$ cat config.mk
export PLATFORM = sky130hd
export DESIGN_NAME = escaped_frame_receiver_unit
export DESIGN_NICKNAME = d
export VERILOG_FILES = /design/src/rtl/efr_pkg.sv /design/src/rtl/escaped_frame_receiver_unit.sv /design/src/rtl/efr_ram.sv /design/src/rtl/efr_ctrl.sv /design/src/rtl/efr_dp.sv
export SDC_FILE = /design/constraint.sdc
export NUM_CORES = 1
export LEC_CHECK = 0
export BUFFER_PORTS_ARGS = -buffer_cell sky130_fd_sc_hd__buf_4
export CAP_MARGIN = 20
export CORE_UTILIZATION = 45
export CTS_CLUSTER_DIAMETER = 50
export CTS_CLUSTER_SIZE = 14
export DETAILED_ROUTE_END_ITERATION = 16
export PLACE_DENSITY_LB_ADDON = 0.1
export SLEW_MARGIN = 20
export SYNTH_ARGS = -nofsm -noshare
export SYNTH_HDL_FRONTEND = slang
export SYNTH_SLANG_ARGS = --single-unit
$ cat constraint.sdc
create_clock -name clk -period 4.04 [get_ports clk]
set_input_delay 0.404 -clock clk [delete_from_list [all_inputs] [get_ports clk]]
set_output_delay 0.404 -clock clk [all_outputs]
set_load 0.1 [all_outputs]
$ cat src/rtl/efr_pkg.sv
package efr_pkg;

  // field widths
  localparam int BYTE_W = 8;
  localparam int FILL_W = 7;
  localparam int CNT_W  = 16;
  localparam int KIND_W = 2;
  localparam int CODE_W = 2;

  // result kinds
  localparam logic [KIND_W-1:0] KIND_BYTE  = 2'd0;
  localparam logic [KIND_W-1:0] KIND_EMPTY = 2'd1;
  localparam logic [KIND_W-1:0] KIND_ERROR = 2'd2;

  // error codes
  localparam logic [CODE_W-1:0] ERR_START    = 2'd0;
  localparam logic [CODE_W-1:0] ERR_OVERFLOW = 2'd1;
  localparam logic [CODE_W-1:0] ERR_ESCAPE   = 2'd2;

  // register indexes
  localparam logic [1:0] REG_CAPACITY = 2'd0;
  localparam logic [1:0] REG_START    = 2'd1;
  localparam logic [1:0] REG_END      = 2'd2;
  localparam logic [1:0] REG_ESCAPE   = 2'd3;

  // reset values of the registers
  localparam logic [FILL_W-1:0] CAPACITY_RST = 7'd64;
  localparam logic [BYTE_W-1:0] START_RST    = 8'd1;
  localparam logic [BYTE_W-1:0] END_RST      = 8'd4;
  localparam logic [BYTE_W-1:0] ESCAPE_RST   = 8'd27;

  // controller to datapath
  typedef struct packed {
    logic              store;
    logic              fill_clr;
    logic              cnt_inc;
    logic              rd_first;
    logic              rd_next;
    logic              push;
    logic [KIND_W-1:0] kind;
    logic [CODE_W-1:0] code;
  } efr_cmd_t;

  // datapath to controller
  typedef struct packed {
    logic is_start;
    logic is_end;
    logic is_esc;
    logic full;
    logic fill_zero;
    logic rd_last;
    logic out_free;
  } efr_sts_t;

endpackage

$ cat src/rtl/escaped_frame_receiver_unit.sv
// channel   dir  handshake                        payload
// in        in   in_valid / in_ready              in_rx_byte
// out       out  out_valid / out_ready            kind, payload, frame_length, last,
//                                                 fault_code, error_total
// cfg       in   psel / penable / pwrite, pready  paddr, pwdata, prdata
//
// plain bytes and control bytes that give no word are taken in the idle state
// an error or an empty frame is accepted, then gives one output push
// a frame end is accepted, then gives one output push per stored byte, paced by the
// registered read port of the frame buffer feeding the single output register
// rst_n is synchronous; it restores the register defaults and clears phase,
// fill count and error counter; buffer contents are not cleared
// a stalled output holds the controller in its push, error or empty state with in_ready low
module escaped_frame_receiver_unit import efr_pkg::*; #(
  parameter int FRAME_DEPTH = 64
) (
  input  logic              clk,
  input  logic              rst_n,
  input  logic              in_valid,
  output logic              in_ready,
  input  logic [BYTE_W-1:0] in_rx_byte,
  output logic              out_valid,
  input  logic              out_ready,
  output logic [KIND_W-1:0] out_kind,
  output logic [BYTE_W-1:0] out_payload,
  output logic [FILL_W-1:0] out_frame_length,
  output logic              out_last,
  output logic [CODE_W-1:0] out_fault_code,
  output logic [CNT_W-1:0]  out_error_total,
  input  logic              psel,
  input  logic              penable,
  input  logic              pwrite,
  input  logic [3:0]        paddr,
  input  logic [31:0]       pwdata,
  output logic [31:0]       prdata,
  output logic              pready
);

  efr_cmd_t cmd;
  efr_sts_t sts;
  logic     cfg_we;

  // apb write strobe, no wait states
  assign pready = 1'b1;
  assign cfg_we = psel && penable && pwrite && pready;

  efr_ctrl u_ctrl (
    .clk      (clk),
    .rst_n    (rst_n),
    .in_valid (in_valid),
    .in_ready (in_ready),
    .sts      (sts),
    .cmd      (cmd)
  );

  efr_dp #(
    .FRAME_DEPTH (FRAME_DEPTH)
  ) u_dp (
    .clk              (clk),
    .rst_n            (rst_n),
    .in_rx_byte       (in_rx_byte),
    .cmd              (cmd),
    .sts              (sts),
    .cfg_we           (cfg_we),
    .cfg_idx          (paddr[3:2]),
    .cfg_wdata        (pwdata),
    .cfg_rdata        (prdata),
    .out_valid        (out_valid),
    .out_ready        (out_ready),
    .out_kind         (out_kind),
    .out_payload      (out_payload),
    .out_frame_length (out_frame_length),
    .out_last         (out_last),
    .out_fault_code   (out_fault_code),
    .out_error_total  (out_error_total)
  );

endmodule

$ cat src/rtl/efr_ram.sv
module efr_ram #(
  parameter int WIDTH = 8,
  parameter int DEPTH = 64
) (
  input  logic                                  clk,
  input  logic                                  we,
  input  logic [((DEPTH > 1) ? $clog2(DEPTH) : 1)-1:0] waddr,
  input  logic [WIDTH-1:0]                      wdata,
  input  logic                                  re,
  input  logic [((DEPTH > 1) ? $clog2(DEPTH) : 1)-1:0] raddr,
  output logic [WIDTH-1:0]                      rdata
);

  logic [WIDTH-1:0] mem [DEPTH];
  logic [WIDTH-1:0] rdata_r;

  // one write port, one registered read port
  always_ff @(posedge clk) begin
    if (we) begin
      mem[waddr] <= wdata;
    end
    if (re) begin
      rdata_r <= mem[raddr];
    end
  end

  assign rdata = rdata_r;

endmodule

$ cat src/rtl/efr_ctrl.sv
module efr_ctrl import efr_pkg::*; (
  input  logic     clk,
  input  logic     rst_n,
  input  logic     in_valid,
  output logic     in_ready,
  input  efr_sts_t sts,
  output efr_cmd_t cmd
);

  // controller states
  localparam logic [1:0] S_IDLE  = 2'd0;
  localparam logic [1:0] S_ERR   = 2'd1;
  localparam logic [1:0] S_EMPTY = 2'd2;
  localparam logic [1:0] S_PUSH  = 2'd3;

  // receive phases
  localparam logic [1:0] PH_WAIT  = 2'd0;
  localparam logic [1:0] PH_FRAME = 2'd1;
  localparam logic [1:0] PH_ESC   = 2'd2;

  logic [1:0]        state_r, state_nxt;
  logic [1:0]        phase_r, phase_nxt;
  logic [CODE_W-1:0] code_r, code_nxt;
  logic              try_store;
  logic              raise;
  logic [CODE_W-1:0] raise_code;

  assign in_ready = (state_r == S_IDLE);

  // next state and commands
  always_comb begin
    state_nxt  = state_r;
    phase_nxt  = phase_r;
    code_nxt   = code_r;
    cmd        = '0;
    try_store  = 1'b0;
    raise      = 1'b0;
    raise_code = ERR_START;
    case (state_r)
      S_IDLE: begin
        if (in_valid) begin
          case (phase_r)
            PH_WAIT: begin
              if (sts.is_start) begin
                phase_nxt = PH_FRAME;
              end
            end
            PH_FRAME: begin
              if (sts.is_start) begin
                phase_nxt  = PH_WAIT;
                raise      = 1'b1;
                raise_code = ERR_START;
              end else if (sts.is_end) begin
                phase_nxt = PH_WAIT;
                if (sts.fill_zero) begin
                  state_nxt = S_EMPTY;
                end else begin
                  cmd.rd_first = 1'b1;
                  state_nxt    = S_PUSH;
                end
              end else if (sts.is_esc) begin
                phase_nxt = PH_ESC;
              end else begin
                try_store = 1'b1;
              end
            end
            PH_ESC: begin
              if (sts.is_start || sts.is_end || sts.is_esc) begin
                phase_nxt = PH_FRAME;
                try_store = 1'b1;
              end else begin
                raise      = 1'b1;
                raise_code = ERR_ESCAPE;
              end
            end
            default: ;
          endcase
          // store attempt, overflow drops the byte
          if (try_store) begin
            if (sts.full) begin
              raise      = 1'b1;
              raise_code = ERR_OVERFLOW;
            end else begin
              cmd.store = 1'b1;
            end
          end
          if (raise) begin
            cmd.fill_clr = 1'b1;
            cmd.cnt_inc  = 1'b1;
            code_nxt     = raise_code;
            state_nxt    = S_ERR;
          end
        end
      end
      S_ERR: begin
        if (sts.out_free) begin
          cmd.push  = 1'b1;
          cmd.kind  = KIND_ERROR;
          cmd.code  = code_r;
          state_nxt = S_IDLE;
        end
      end
      S_EMPTY: begin
        if (sts.out_free) begin
          cmd.push  = 1'b1;
          cmd.kind  = KIND_EMPTY;
          state_nxt = S_IDLE;
        end
      end
      S_PUSH: begin
        if (sts.out_free) begin
          cmd.push = 1'b1;
          cmd.kind = KIND_BYTE;
          if (sts.rd_last) begin
            cmd.fill_clr = 1'b1;
            state_nxt    = S_IDLE;
          end else begin
            cmd.rd_next = 1'b1;
          end
        end
      end
      default: state_nxt = S_IDLE;
    endcase
  end

  // state registers
  always_ff @(posedge clk) begin
    if (!rst_n) begin
      state_r <= S_IDLE;
      phase_r <= PH_WAIT;
      code_r  <= ERR_START;
    end else begin
      state_r <= state_nxt;
      phase_r <= phase_nxt;
      code_r  <= code_nxt;
    end
  end

endmodule

$ cat src/rtl/efr_dp.sv
module efr_dp import efr_pkg::*; #(
  parameter int FRAME_DEPTH = 64
) (
  input  logic              clk,
  input  logic              rst_n,
  input  logic [BYTE_W-1:0] in_rx_byte,
  input  efr_cmd_t          cmd,
  output efr_sts_t          sts,
  input  logic              cfg_we,
  input  logic [1:0]        cfg_idx,
  input  logic [31:0]       cfg_wdata,
  output logic [31:0]       cfg_rdata,
  output logic              out_valid,
  input  logic              out_ready,
  output logic [KIND_W-1:0] out_kind,
  output logic [BYTE_W-1:0] out_payload,
  output logic [FILL_W-1:0] out_frame_length,
  output logic              out_last,
  output logic [CODE_W-1:0] out_fault_code,
  output logic [CNT_W-1:0]  out_error_total
);

  localparam int IW = (FRAME_DEPTH > 1) ? $clog2(FRAME_DEPTH) : 1;
  localparam logic [FILL_W-1:0] DEPTH_C = FILL_W'(FRAME_DEPTH);

  logic [FILL_W-1:0] cap_r;
  logic [BYTE_W-1:0] start_r, end_r, esc_r;
  logic [FILL_W-1:0] fill_r, fill_nxt;
  logic [CNT_W-1:0]  cnt_r, cnt_nxt;
  logic [IW-1:0]     rd_idx_r, rd_idx_nxt;
  logic [FILL_W-1:0] cap_eff;
  logic              ram_re;
  logic [IW-1:0]     ram_raddr;
  logic [BYTE_W-1:0] ram_rdata;
  logic              out_valid_r;
  logic [KIND_W-1:0] out_kind_r;
  logic [BYTE_W-1:0] out_payload_r;
  logic [FILL_W-1:0] out_len_r;
  logic              out_last_r;
  logic [CODE_W-1:0] out_code_r;
  logic [CNT_W-1:0]  out_total_r;

  // register file
  always_ff @(posedge clk) begin
    if (!rst_n) begin
      cap_r   <= CAPACITY_RST;
      start_r <= START_RST;
      end_r   <= END_RST;
      esc_r   <= ESCAPE_RST;
    end else if (cfg_we) begin
      case (cfg_idx)
        REG_CAPACITY: cap_r   <= cfg_wdata[FILL_W-1:0];
        REG_START:    start_r <= cfg_wdata[BYTE_W-1:0];
        REG_END:      end_r   <= cfg_wdata[BYTE_W-1:0];
        REG_ESCAPE:   esc_r   <= cfg_wdata[BYTE_W-1:0];
        default: ;
      endcase
    end
  end

  // register readback
  always_comb begin
    case (cfg_idx)
      REG_CAPACITY: cfg_rdata = 32'(cap_r);
      REG_START:    cfg_rdata = 32'(start_r);
      REG_END:      cfg_rdata = 32'(end_r);
      REG_ESCAPE:   cfg_rdata = 32'(esc_r);
      default:      cfg_rdata = '0;
    endcase
  end

  // capacity limited to the buffer depth
  assign cap_eff = (cap_r > DEPTH_C) ? DEPTH_C : cap_r;

  // status toward the controller
  assign sts.is_start  = (in_rx_byte == start_r);
  assign sts.is_end    = (in_rx_byte == end_r);
  assign sts.is_esc    = (in_rx_byte == esc_r);
  assign sts.full      = (fill_r >= cap_eff);
  assign sts.fill_zero = (fill_r == '0);
  assign sts.rd_last   = ((FILL_W'(rd_idx_r) + FILL_W'(1)) == fill_r);
  assign sts.out_free  = !out_valid_r || out_ready;

  // fill count, error counter, readout index
  always_comb begin
    fill_nxt = fill_r;
    if (cmd.fill_clr) begin
      fill_nxt = '0;
    end else if (cmd.store) begin
      fill_nxt = fill_r + FILL_W'(1);
    end
    cnt_nxt = cnt_r;
    if (cmd.cnt_inc && (cnt_r != {CNT_W{1'b1}})) begin
      cnt_nxt = cnt_r + CNT_W'(1);
    end
    rd_idx_nxt = rd_idx_r;
    if (cmd.rd_first) begin
      rd_idx_nxt = '0;
    end else if (cmd.rd_next) begin
      rd_idx_nxt = rd_idx_r + IW'(1);
    end
  end

  always_ff @(posedge clk) begin
    if (!rst_n) begin
      fill_r   <= '0;
      cnt_r    <= '0;
      rd_idx_r <= '0;
    end else begin
      fill_r   <= fill_nxt;
      cnt_r    <= cnt_nxt;
      rd_idx_r <= rd_idx_nxt;
    end
  end

  // frame buffer, read data holds while the output stalls
  assign ram_re    = cmd.rd_first || cmd.rd_next;
  assign ram_raddr = cmd.rd_first ? '0 : rd_idx_r + IW'(1);

  efr_ram #(
    .WIDTH (BYTE_W),
    .DEPTH (FRAME_DEPTH)
  ) u_ram (
    .clk   (clk),
    .we    (cmd.store),
    .waddr (fill_r[IW-1:0]),
    .wdata (in_rx_byte),
    .re    (ram_re),
    .raddr (ram_raddr),
    .rdata (ram_rdata)
  );

  // output word register
  always_ff @(posedge clk) begin
    if (!rst_n) begin
      out_valid_r <= 1'b0;
    end else if (cmd.push) begin
      out_valid_r <= 1'b1;
    end else if (out_ready) begin
      out_valid_r <= 1'b0;
    end
  end

  always_ff @(posedge clk) begin
    if (cmd.push) begin
      out_kind_r    <= cmd.kind;
      out_payload_r <= (cmd.kind == KIND_BYTE) ? ram_rdata : '0;
      out_len_r     <= (cmd.kind == KIND_ERROR) ? '0 : fill_r;
      out_last_r    <= (cmd.kind != KIND_BYTE) || sts.rd_last;
      out_code_r    <= (cmd.kind == KIND_ERROR) ? cmd.code : ERR_START;
      out_total_r   <= cnt_r;
    end
  end

  assign out_valid        = out_valid_r;
  assign out_kind         = out_kind_r;
  assign out_payload      = out_payload_r;
  assign out_frame_length = out_len_r;
  assign out_last         = out_last_r;
  assign out_fault_code   = out_code_r;
  assign out_error_total  = out_total_r;

endmodule

Yosys cells after proc, flatten, opt, wreduce, memory -nomap -nowiden. Memories as Yosys holds them, arrays and structs flattened. A register that Yosys moved wholly into a read port is not among the register bits. Index checks and enable logic that the tools add are counted.

Magnitude comparators: 2. Reductions and logical operators: 28. Bitwise operators: 1. Add/subtract/negate cells: 4. Equality and inequality tests: 24. Multiplexer cells: 60.

Operators with widths (count): one-hot mux 32 bit (4 select lines) (1); two-way mux 2 bit (19); two-way mux 1 bit (28); equality test 8 bit (3); adder 16 x 1 -> 16 bit (second input constant) (1); != test 16 bit (second input constant) (1); equality test 2 bit (second input constant) (6); one-hot mux 2 bit (3 select lines) (2); one-hot mux 3 bit (3 select lines) (1); logical NOT 2 bit (4); two-way mux 4 bit (2); AND reduction 2 bit (4); adder 6 x 1 -> 7 bit (second input constant) (1); adder 7 x 1 -> 7 bit (second input constant) (1); equality test 7 bit (1); >= comparator 7 bit (1); > comparator 7 bit (second input constant) (1); logical NOT 7 bit (1); two-way mux 7 bit (1); AND reduction 7 bit (1); adder 6 x 1 -> 6 bit (second input constant) (1); equality test 2 x 1 -> 1 bit (second input constant) (3); two-way mux 6 bit (1); != test 2 x 1 -> 1 bit (second input constant) (3); 16 further kinds (31).

Memories: 1. Memory bits (writable): 512. Output and inout bits: 71. Register bits: 103.

Memories: u_dp.u_ram.mem (depth 64, bits a word 8, rd ports 1, clocked after memory_dff 1, wr ports 1, line efr_ram.sv:14) `logic [WIDTH-1:0] mem [DEPTH];`.

Longest topological paths before layout. Gate-level depths: netlist of run 1.

Word-level depth: 15. Gate-level depth with buffers: 14. Depth with buffers taken out: 11.

By module. A second synthesis of run 1 with hierarchy kept.

Cell total of the unflattened synthesis: 1538. Area, all modules: 25771.0 µm².

Modules (own cells, without submodules): efr_ram (area each 20393.3 µm², instances 1, sequential area each 15615.0 µm², cells each 997); efr_dp (area each 4689.5 µm², instances 1, sequential area each 2302.2 µm², cells each 459); efr_ctrl (area each 670.6 µm², instances 1, sequential area each 120.1 µm², cells each 79); escaped_frame_receiver_unit (area each 17.5 µm², instances 1, sequential area each 0.0 µm², cells each 3).

Worst setup path after synthesis of run 1. OpenSTA, ideal clock, no wires.

Path type: register to register. Start point: register u_dp.out_valid_r, in the netlist u_dp.out_valid. End point: register u_dp.out_total_r[0], in the netlist u_dp.out_error_total[0], enable pin. Buffers on the path: 0. Path slack: 0.025 ns. Stages on the path, launching flop included: 3. Arrival time: 3.539 ns. Required time: 3.564 ns. Path through: dfxtp_1 -> nor2b_1 -> nor3_1.

RTL lines: from (decl) (line efr_dp.sv:35) `logic out_valid_r;`; from (signal assigned) (line efr_dp.sv:136) `out_valid_r <= 1'b0;`; from (signal assigned) (line efr_dp.sv:138) `out_valid_r <= 1'b1;`; from (signal assigned) (line efr_dp.sv:140) `out_valid_r <= 1'b0;`; to (signal assigned) (line efr_dp.sv:151) `out_total_r <= cnt_r;`; to (decl) (line efr_dp.sv:41) `logic [CNT_W-1:0] out_total_r;`.

Worst setup path after layout of run 1.
Start point: register u_dp.fill_r[3]. End point: register u_dp.u_ram.rdata_r[7], in the netlist u_dp.u_ram.rdata[7], read port of u_dp.u_ram.mem (data pin).

Word-level cells in the longest chain between the ends: 8. Elaborated cells on any way between the ends: 13. Those cells by class: eq/ne (1); mux (10); reduce/logical (2).

RTL lines: from (decl) (line efr_dp.sv:28) `logic [FILL_W-1:0] fill_r, fill_nxt;`; from (signal assigned) (line efr_dp.sv:110) `fill_r <= fill_nxt;`; logical NOT 7 bit (line efr_dp.sv:80) `assign sts.fill_zero = (fill_r == '0);`; two-way mux 1 bit (line efr_ctrl.sv:55) `if (sts.fill_zero) begin`; two-way mux 1 bit (line efr_ctrl.sv:53) `end else if (sts.is_end) begin`; two-way mux 1 bit (line efr_ctrl.sv:49) `if (sts.is_start) begin`; two-way mux 1 bit (line efr_ctrl.sv:42) `case (phase_r)`; two-way mux 4 bit (line efr_ctrl.sv:41) `if (in_valid) begin`; two-way mux 2 bit (line efr_ctrl.sv:39) `case (state_r)`; two-way mux 6 bit / logical OR 1 bit (equally long branches) (line efr_dp.sv:118, efr_dp.sv:117); to (decl) (line efr_ram.sv:15) `logic [WIDTH-1:0] rdata_r;`.

Several ways; a longest one is shown, not always the timed one. A chain may end at the register's enable or synchronous reset.

==> impl_metrics.json, run 1 <==
{
  "grt_max_degree": 92,
  "drtIter0Drc": 1744,
  "yosys.area.top_type_share_pct": 64.08,
  "max-cap-violations": 0,
  "p_per_area_nw_per_um2": 439.5,
  "port_buffers": 70,
  "finalWirelength_um": 71120,
  "antenna_cells": 0,
  "antenna_found_initial": 1,
  "critPathLaunchType": "flop",
  "dp_hpwl_um": 46910,
  "die_h_um": 242.6,
  "synth_seq_area_share_pct": 69.23,
  "grt.total_usage_pct": 24.37,
  "r2r-start": "u_dp.fill_r[3]$_SDFFE_PP0P_",
  "cp.required_ns": 4.51,
  "num_vias": 16270,
  "ys_types": 69,
  "ctsHoldBuffers": 0,
  "synth_edf_count": 556,
  "ys.flop_type": "edfxtp_1",
  "wl_per_cell_um": 25.44,
  "ys_warn_count": 0,
  "h-tree-depth": 3,
  "cts_sinks": 623,
  "placementRows": 87,
  "gp_congestion": 0.8931,
  "area_growth_pct": 16.03,
  "nets": 2064,
  "dp_cells": 2681,
  "path_class": "flop to flop",
  "synth_area_um2": 26050,
  "drc": 0,
  "hp-class": "primary input to flop",
  "syn-instance-count": 1826,
  "setup_viol": 0,
  "clock_tree.root_cell": "clkbuf_16",
  "tightest_slew_ns": 0.9128,
  "insertion_delay_ns": 0.62,
  "vias_per_cell": 5.821,
  "drive_gt1_share_pct": 19.62,
  "ys_ff_latch": 623,
  "status": "finished clean",
  "pin_count": 122,
  "final_util_pct": 53.20,
  "skew_ns": 0.02349,
  "grt_pass1_wl_um": 105100,
  "synth_common_cells": "edfxtp_1 (556), nor2_1 (195), nand2_1 (124), mux2i_1 (89), a21oi_1 (73)",
  "startpoint": "u_dp.fill_r[3]$_SDFFE_PP0P_",
  "leakage_nw": 10.20,
  "synth.avg_cell_area_um2": 14.27,
  "synth_async_sr_flop_share_pct": 0,
  "nFillCells": 4791,
  "die_area_um2": 58860,
  "post_cts_resized": 0,
  "tns_ns": 0,
  "setup_ws_ns": 0.2815,
  "crit_fanout": 12,
  "cts_setup_buffers": 0,
  "drv_slew": 0,
  "rsz0062_at_grt": "false",
  "synth_area_leader_cell": "edfxtp_1",
  "grt_pass1_vias": 15660,
  "final_cells": 2795,
  "clk_pin_slew_ns": 0.07,
  "period_needed_ns": 3.759,
  "dr.pass1.iters": 8,
  "grt-ovfl-total": 0,
  "vdd_drop_max_uv": 361.1,
  "coreArea_um2": 56820,
  "start_util_pct": 45.85,
  "chipWidth_um": 242.6,
  "fmax_mhz": 266.1,
  "worstHoldStart": "pwdata[4]",
  "period_share_pct": 93.03,
  "worst_ep_arrival_time_ns": 4.23,
  "synth.area.top_cells": "edfxtp_1 (64%), dfxtp_1 (5.1%), mux2i_1 (3.4%)",
  "endpoint_kind": "flop",
  "cts_tree": "yes",
  "relSlewSlack_pct": 37.57,
  "post-place-ws_ns": 0.1982,
  "ant_nets": 0,
  "finalHoldViolCount": 0,
  "post-synth-top-count-cell": "edfxtp_1",
  "cts_inserted_buffers": 66,
  "clock_path_buffers": 3
}
[cells in the final DEF (no fill, tap or decap), drive strengths merged, types with 18 or more instances in the layout]
cell type,n
a211oi,28
a21oi,74
a221oi,18
a31oi,21
and2,20
buf,209
clkbuf,76
clkinv,20
conb,25
dfxtp,67
edfxtp,556
ha,20
inv,25
mux2,31
mux2i,89
mux4,38
nand2,124
nand3,47
nor2,195
nor3,30
o21ai,43
xnor2,22
xor2,26
[metrics by stage]
stage	total power, mW	hold WS, ns	area [um^2]
after CTS	13.39	0.02536	30230
after detailed placement	7.495	0.4627	28120
after global placement	7.491	0.4621	28120
after floorplan	7.342	0.4363	26140
final	13.28	0.05746	30230
after global routing	13.62	0.04052	30230
[sequential cells by signal, indices dropped and copies added (netlist names), 8 cells and up]
| register | count |
|---|---|
| u_dp.u_ram.mem | 512 |
| u_dp.cnt_r | 16 |
| u_dp.out_error_total | 16 |
| u_dp.end_r | 8 |
| u_dp.esc_r | 8 |
| u_dp.out_payload | 8 |
| u_dp.start_r | 8 |
| u_dp.u_ram.rdata | 8 |
[path summary, 6_finish.rpt]
path | end | slack [ns] | cells past startpoint
worst max-delay path | u_dp.u_ram.rdata[7]$_DFFE_PP_ | 0.28 | 10
worst min-delay path | u_dp.esc_r[4]$_SDFFE_PN1P_ | 0.06 | 3
worst max register to register | u_dp.u_ram.rdata[7]$_DFFE_PP_ | 0.28 | 10
worst min register to register | u_ctrl.code_r[1]$_SDFFE_PN0P_ | 0.47 | 2
[routing by layer]
layer	share of wire (%)	GRT usage, %	vias to the layer above
met4	3.4	8.824	0
met1	44	34.77	8226
met5	0	0	-
li1	-	-	7310
met2	46	37.89	613
met3	6.5	3.793	122
[final cells by class]
type / instances / area (um^2) / share of cell area (%)
sequential: 623 / 18040 / 59.68
clock buffer: 76 / 1742 / 5.762
timing repair buffer: 209 / 1607 / 5.315
inverter: 18 / 67.56 / 0.2235
tap: 756 / 945.9 / 3.129
clock inverter: 38 / 369.1 / 1.221
multi-input combinational: 1075 / 7457 / 24.67
[worst max-delay path, cell delays in order (launching register included)]
cell     delay, ns
dfxtp_1       0.31
or3_1         0.40
or4b_4        0.58
nor4b_4       0.17
buf_4         0.17
a31oi_4       0.55
buf_4         0.33
a22o_1        0.15
a21oi_1       0.08
nor4_1        0.61
o311a_1       0.25
[power breakdown]
| group | leakage (nW) | internal (mW) | switching [mW] |
|---|---|---|---|
| registers | 5.61 | 7.00 | 0.00431 |
| logic | 3.59 | 0.0543 | 0.296 |
| clock network | 1.01 | 3.34 | 2.59 |
| total | 10.2 | 10.4 | 2.89 |
[kinds of logic (layout without fill, tap and decap cells)]
group	after synthesis	after routing	synth area share [%]
compound gates	307	307	8.207
xor+xnor	48	48	1.614
fa+ha+maj	20	20	0.9605
buf+inv	151	341	2.646
flops	623	623	69.23
mux	158	158	8.044
other cells	2	25	0.02883
simple gates	517	517	9.269
Power figures use the tool's default switching activity.
==> inputs of run 2 (changes only) <==
Settings changed: CAP_MARGIN 20 to not set, CELL_PAD_IN_SITES_DETAIL_PLACEMENT set to 1, CELL_PAD_IN_SITES_GLOBAL_PLACEMENT set to 2, CORE_UTILIZATION 45 to 44.
==> impl_metrics.json, run 2 (synthesis gave the netlist of run 1 again) <==
{
  "status": "finished clean",
  "drtIter0Drc": 1213,
  "drive_gt1_share_pct": 20.58,
  "critPathLaunchType": "flop",
  "min_path_cells": 3,
  "grt_busiest_layer": "met2",
  "tns_ns": 0,
  "pin_count": 122,
  "p_per_area_nw_per_um2": 453.4,
  "cts_setup_buffers": 0,
  "r2r-end": "u_dp.u_ram.mem[46][7]$_DFFE_PP_",
  "critPathMaxStageDelay_ns": 0.39,
  "cp_top_family": "simple AND/OR/NAND/NOR gates",
  "largest_reg_flops": 512,
  "clock_path_buffers": 3,
  "nets": 2073,
  "period_share_pct": 87.95,
  "hold_path_end": "u_dp.cap_r[6]$_SDFFE_PN1P_",
  "antenna_found_initial": 1,
  "worst_ep_arrival_time_ns": 3.88,
  "cp_cell_sequence": "inv_1 -> nand2_1 -> ha_1 -> a21o_1 -> a221o_1 -> a31oi_1 -> nand3_1 -> nor2_1 -> nand3_1 -> buf_4 -> nor2_1 -> buf_4",
  "cts_sinks": 623,
  "grt_max_degree": 80,
  "path_class": "flop to flop",
  "vias_per_cell": 5.797,
  "num_vias": 16350,
  "coreArea_um2": 58140,
  "rsz0062_at_grt": "false",
  "period_needed_ns": 3.553,
  "die_h_um": 245.3,
  "antenna_cells": 0,
  "fmax_mhz": 281.4,
  "chipWidth_um": 245.3,
  "relSlewSlack_pct": 32.27,
  "dp_cells": 2693,
  "max-cap-violations": 0,
  "nFillCells": 5669,
  "tightest_slew_ns": 1.015,
  "vdd_drop_max_uv": 466.2,
  "grt_pass1_vias": 16980,
  "gp_congestion": 0.8199,
  "grt_util_met3_pct": 4.354,
  "cts_tree": "yes",
  "finalHoldViolCount": 0,
  "post_cts_resized": 0,
  "port_buffers": 70,
  "grt-ovfl-total": 0,
  "critPathSlowestCell": "a31oi_1",
  "area_growth_pct": 17.14,
  "final_cells": 2820,
  "drv_slew": 0,
  "layout_common_cells": "edfxtp_1 (556), buf_4 (208), nor2_1 (194)",
  "regMostFlops": "u_dp.u_ram.mem",
  "grt.total_usage_pct": 25.91,
  "leakage_nw": 10.35,
  "worstHoldStart": "pwdata[6]",
  "die_area_um2": 60190,
  "h-tree-depth": 3,
  "setup_viol": 0,
  "crit_fanout": 8,
  "grt_use_met1_pct": 34.66,
  "grt_pass1_wl_um": 112800,
  "insertion_delay_ns": 0.62,
  "skew_ns": 0.01754,
  "endpoint_kind": "flop",
  "dr.pass1.iters": 4,
  "cp.required_ns": 4.37,
  "drc": 0,
  "wl_per_cell_um": 27.19,
  "rrSetupSlack_ns": 0.49,
  "p_total_mw": 13.84,
  "placementRows": 88,
  "met2_usage_pct": 42.94,
  "layout_commonest_cell": "edfxtp_1",
  "ctsHoldBuffers": 0,
  "r2r-start": "u_dp.cap_r[6]$_SDFFE_PN1P_",
  "finalWirelength_um": 76690,
  "clock_tree.root_cell": "clkbuf_16",
  "start_util_pct": 44.82,
  "cts_inserted_buffers": 72,
  "rr_worst_depth": 12,
  "crit_buf_inv": 3,
  "hp-class": "primary input to flop",
  "dp_hpwl_um": 49650,
  "ant_nets": 0,
  "clk_pin_slew_ns": 0.06
}
[run 2: changes by cell type in the layout (fill, tap and decap cells not counted), sizes merged]
cell	before	now
clkinvlp	8	12
bufinv	3	4
buf	209	212
clkbuf	76	82
clkinv	20	14
inv	25	33
[run 2: worst max path at each step]
stage / slack [ns] / start / cells after the start / to
floorplan: 0.02 / u_dp.out_valid$_SDFFE_PN0P_ / 2 / u_dp.out_error_total[0]$_DFFE_PP_
global placement: 0.45 / in_rx_byte[4] / 11 / u_dp.u_ram.rdata[4]$_DFFE_PP_
detailed placement: 0.36 / in_rx_byte[4] / 10 / u_dp.u_ram.rdata[0]$_DFFE_PP_
CTS: 0.43 / u_dp.cap_r[0]$_SDFFE_PN0P_ / 12 / u_dp.u_ram.mem[46][4]$_DFFE_PP_
global route: 0.21 / u_dp.cap_r[6]$_SDFFE_PN1P_ / 12 / u_dp.u_ram.mem[46][4]$_DFFE_PP_
finish: 0.49 / u_dp.cap_r[6]$_SDFFE_PN1P_ / 12 / u_dp.u_ram.mem[46][7]$_DFFE_PP_
[run 2: per-layer routing]
| metal | wire (um) | vias to the layer above |
|---|---|---|
| met5 | 0 | - |
| met4 | 2283 | 0 |
| met3 | 3605 | 121 |
| met2 | 37820 | 418 |
| met1 | 32980 | 8498 |
| li1 | - | 7311 |
[run 2: through the flow]
stage / worst slack, ns / util, % / hold WS, ns / instance area, um^2
CTS: 0.4280 / 52.50 / 0.005940 / 30520
global placement: 0.4494 / 48.45 / 0.4483 / 28160
global route: 0.2093 / 52.50 / 0.02720 / 30520
detailed placement: 0.3586 / 48.45 / 0.4510 / 28160
finish: 0.4866 / 52.50 / 0.04395 / 30520
floorplan: 0.02479 / - / 0.4363 / 26140
[run 2: worst min-delay path, cell delays in order]
cell and delay (ns):
buf_4 0.10, mux2i_1 0.06, nand2_1 0.06
[run 2: cell type report]
cell class	instances	area [um^2]	share of cell area [%]
flip-flops and latches	623	18040	59.11
multi-input cells	1075	7457	24.43
clock buffers	82	1923	6.301
repair buffers	212	1642	5.379
well taps	765	957.2	3.136
clock inverters	45	432.9	1.418
inverters	18	67.56	0.2214
[run 2: power by group]
part           switching (mW)  internal (mW)
logic                   0.286         0.0507
clock network            2.75           3.74
registers             0.00405           7.00
total                    3.04           10.8
